### src/sv/cafilt_ram.sv
// Generic single-write, single-read RAM with registered read data.
`timescale 1ns / 1ps

module cafilt_ram #(
  parameter int unsigned WIDTH = 8,
  parameter int unsigned DEPTH = 16
) (
  input  logic                                   clk_i,
  input  logic                                   we_i,
  input  logic [(DEPTH > 1 ? $clog2(DEPTH) : 1)-1:0] waddr_i,
  input  logic [WIDTH-1:0]                       wdata_i,
  input  logic                                   re_i,
  input  logic [(DEPTH > 1 ? $clog2(DEPTH) : 1)-1:0] raddr_i,
  output logic [WIDTH-1:0]                       rdata_o
);

  logic [WIDTH-1:0] mem_q [DEPTH];
  logic [WIDTH-1:0] rdata_q;

  always_ff @(posedge clk_i) begin
    if (we_i) begin
      mem_q[waddr_i] <= wdata_i;
    end
    if (re_i) begin
      rdata_q <= mem_q[raddr_i];
    end
  end

  assign rdata_o = rdata_q;

endmodule

### config.mk
export PLATFORM = sky130hd
export DESIGN_NAME = cafilt_ram
export DESIGN_NICKNAME = d
export VERILOG_FILES = /design/src/sv/cafilt_ram.sv
export SDC_FILE = /design/constraint.sdc
export NUM_CORES = 1
export LEC_CHECK = 0
export BUFFER_PORTS_ARGS = -buffer_cell sky130_fd_sc_hd__buf_2
export CAP_MARGIN = 20
export CORE_AREA = 2 2 93 95
export CTS_CLUSTER_DIAMETER = 100
export CTS_CLUSTER_SIZE = 25
export DETAILED_ROUTE_END_ITERATION = 6
export DIE_AREA = 0 0 95 97
export GPL_ROUTABILITY_DRIVEN = 0
export GPL_TIMING_DRIVEN = 1
export PLACE_DENSITY = 0.93
export SYNTH_ARGS = -nofsm -noshare
export SYNTH_HDL_FRONTEND = slang
export SYNTH_SLANG_ARGS = --single-unit
### constraint.sdc
create_clock -name clk_i -period 2.75 [get_ports clk_i]
set_input_delay 0.55 -clock clk_i [delete_from_list [all_inputs] [get_ports clk_i]]
set_output_delay 0.55 -clock clk_i [all_outputs]
set_load 0.01 [all_outputs]
==> Word-level counts from Yosys, hierarchy flattened <==
Memories as Yosys holds them, arrays and structs flattened. A register that Yosys moved wholly into a read port is not among the register bits.
Index checks and enable logic that the tools add are counted.
{ "totals": {"ff_bits": 0, "memories": 1, "output_inout_bits": 8, "mem_bits_rw": 128} }
{ "classes": {"mux": 2} }
{ "memory_table": {"columns": ["memory", "words", "width", "read_ports", "rd_clocked_by_memory_dff", "wr", "line_no", "text"], "rows": [
  ["mem_q", 16, 8, 1, 1, 1, "17", "logic [WIDTH-1:0] mem_q [DEPTH];"]
]} }
{ "ops": {"columns": ["op", "count"], "rows": [
  ["$mux W1", 2]
]} }

==> Logic depth before layout (Yosys ltp) <==
{ "logic_depth": {"ltp_word": 2, "mapped_depth": 5, "mapped_depth_nobuf": 3} }

==> Worst setup path before layout <==
OpenSTA, ideal clock, no wires.
{ "synth_timing": {"path_type": "input -> register", "startpoint": "in waddr_i[2] (netlist name)", "endpoint": "mem mem_q[0][0], enable pin", "path_buffers": 0, "path_slack_ns": 0.707, "setup_ns": 0.383, "cell_stages": 2, "arrival_time_ns": 1.660, "cell_sequence": "or3b_2 > nor3_1"} }
{ "synth_lines": {"columns": ["element", "line_no", "text"], "rows": [
  ["start: declaration", "10", "input logic [(DEPTH > 1 ? $clog2(DEPTH) : 1)-1:0] waddr_i,"],
  ["end: declaration", "17", null]
]} }
No word-level cell before the write port.

==> impl_metrics.yaml <==
global_route:
  first_global_vias: 2615
  grt_pass1_wl_mm: 16.0
  grt_overflow: 0
  track_usage_pct: 25.4
  grt_start_max_net_pins: 17
  grt_antenna_before_repair: 0
placement:
  dpl.hpwl_mm: 6.46
  port_buffers: 26
  dp_cells: 365
  dpl_cell_area_um2: 5530
power:
  clock_power_share_pct: 45.1
  pwr-share-seq_pct: 50.4
  p_per_area_nw_per_um2: 768
  p_switching_uw: 965
  power_leakage_nw: 2.05
  p_int_mw: 3.71
  combinationalPowerShare_pct: 4.5
  power_mw: 4.67
  swShare_pct: 20.7
  peakVddDrop_v: 0.000543
outcome:
  status: "complete, no violations"
worst_setup_path:
  cp.depth: 5
  cp-startpoint: "raddr_i[0]"
  cp-start-kind: "input port"
  critPathBufInv: 2
  cp.arrival_ns: 2.10
  cp_slowest_cell: "mux4_2"
  crit_fanout: 13
  crit_type: "input port to register"
  crit_path_end_kind: "register"
  reg2regPathDepth: 3
  r2r_setup_slack_ns: 1.19
  rr_endpoint: "rdata_o[0]"
  crit_chain: "buf_2, buf_4, mux4_2, a22oi_1, nand2_1"
  crit_family: "buffers and inverters"
  r2r_start: "mem_q[11][0]"
  worstPathRequired_ns: 3.01
  max_stage_delay_ns: 0.53
  endpoint: "rdata_o[7]"
logic_synthesis:
  avgSynthCellArea_um2: 22.8
  synthDistinctLibCells: 18
  yosysTopAreaCellShare_pct: 78.1
  syn_area_um2: 5230
  yosysWarningCount: 0
  syn_inst: 229
  yosysSeqAreaShare_pct: 78.1
  synthTopCellsByArea: "edfxtp_1 78%, mux4_2 7.8%, mux4_1 7.0%, a22oi_1 2.3%, nor2_1 0.93%"
  synth.net_count: 248
  yosys_register_bits: 136
  synth_top_area_cell: "edfxtp_1"
clock_network:
  h-tree-depth: 4
  clkLatencyLatePin_ns: 0.52
  clkSlewWorstSetupHoldPaths_ns: 0.06
  clock_path_buffers: 2
  cts_tree: "done"
  cts_inserted_buffers: 17
  cts_resized: 0
  ctsRootBufferMaster: "clkbuf_8"
  cts-hold-fix-buffers: 0
  cts.sinks: 136
  post_cts_buffers: 0
floorplanning:
  io-pin-count: 27
  die_y_um: 97
  dieArea_um2: 9220
  dieWidth_um: 95
  rows: 33
  initial_core_util_pct: 64.3
  core-area_um2: 8130
detailed_routing:
  ant_nets: 0
  routedWlPerCell_um: 26.3
  dr.first_iter.drc_count: 229
  dr.pass1.iters: 4
  wl_mm: 10.4
  vias: 2572
  drc: 0
  drt-vias-per-instance: 6.48
cells_and_area:
  final_cell_area_um2: 6080
  final_cell_mix: "136 x edfxtp_1, 26 x buf_2, 18 x mux4_2"
  layout-drive-gt1-share_pct: 30.1
  final_cells: 397
  fillers: 432
  area_delta_synth_final_pct: 16.3
  final_common_cell: "edfxtp_1"
  finalNetCount: 298
  n_antenna_cell: 0
flow_run:
  maxCapViolations: 0
sta:
  finalSetupTns_ns: 0
  hold_violations: 0
  tightest_slew_ns: 0.893
  rsz0062_at_grt: "no"
  fin_crit_ns: 1.84
  fin_crit_sh_pct: 66.8
  relSlewSlack_pct: 40.3
  max_freq_mhz: 544
  maxSlewViolCount: 0
  clock_skew_ns: 0.00922
  timing.hold.ws_ns: 0.405
  setup_violations: 0
worst_hold_path:
  worstHoldPathType: "input port to register"
==> cell families after synthesis <==
group                  after synthesis  synth area share [%]
buffers and inverters               10                  1.65
AO/OA/AOI/OAI                       16                  2.30
multiplexers                        32                  14.8
AND/OR/NAND/NOR                     35                  3.14
flip-flops                         136                  78.1
==> worst min-delay path by stage <==
stage                     depth (start not counted)         start     endpoint
after CTS                                         1          re_i   rdata_o[2]
final                                             1          re_i   rdata_o[2]
after global placement                            3  mem_q[15][7]   rdata_o[7]
after global routing                              1          re_i   rdata_o[2]
after floorplan                                   0    wdata_i[0]  mem_q[0][0]
after detailed placement                          3  mem_q[15][7]   rdata_o[7]
==> Yosys cell counts <==
cell             count
buf_2                3
edfxtp_1           136
a22oi_1             16
or3b_2               1
nand3_1              1
and2_1               1
nand2b_1             2
buf_4                1
nor3_1               4
and2b_1              1
mux4_1              14
nor2b_1              1
mux4_2              18
nand3b_1             2
nand2_1              9
nor2_1              13
buf_6                3
clkdlybuf4s25_2      3
==> power groups by stage <==
stage	sequential [mW]	combinational (mW)	clock [mW]
final	2.35	0.210	2.11
after global routing	2.36	0.230	2.21
after CTS	2.35	0.212	2.12
after detailed placement	2.39	0.210	0
after global placement	2.39	0.199	0
after floorplan	2.39	0.118	0
==> area by class of cell <==
type	count	area, um^2	share of cell area (%)
tap	105	131	2.16
timing repair buffer	41	255	4.20
multi-input combinational	83	1060	17.4
clock buffer	19	422	6.93
clock inverter	13	131	2.16
sequential	136	4080	67.2
==> registers in the layout (all words and copies together), names as in the netlist <==
name and cells:
rdata_o 8, mem_q 128
==> per-layer routing <==
| metal | track usage [%] | wire length [um] |
|---|---|---|
| met5 | 0 | 0 |
| met4 | 6.91 | 165 |
| met3 | 6.85 | 774 |
| met2 | 39.2 | 5250 |
| met1 | 36.9 | 4240 |
==> through the flow <==
step                      setup slack, ns  utilization (%)
after floorplan                     0.707                -
after global placement              0.454             68.0
after detailed placement            0.405             68.0
after CTS                           0.873             74.8
after global routing                0.819             74.8
final                               0.912             74.8
==> worst reg2reg max path: cells and delay by family, from the launching register on <==
family           cells  cell delay (ns)
AND/OR/NAND/NOR      1             0.12
flip-flops           1             0.42
multiplexers         1             0.50
AO/OA/AOI/OAI        1             0.27
Note: power is estimated with default switching activity, not from simulation.
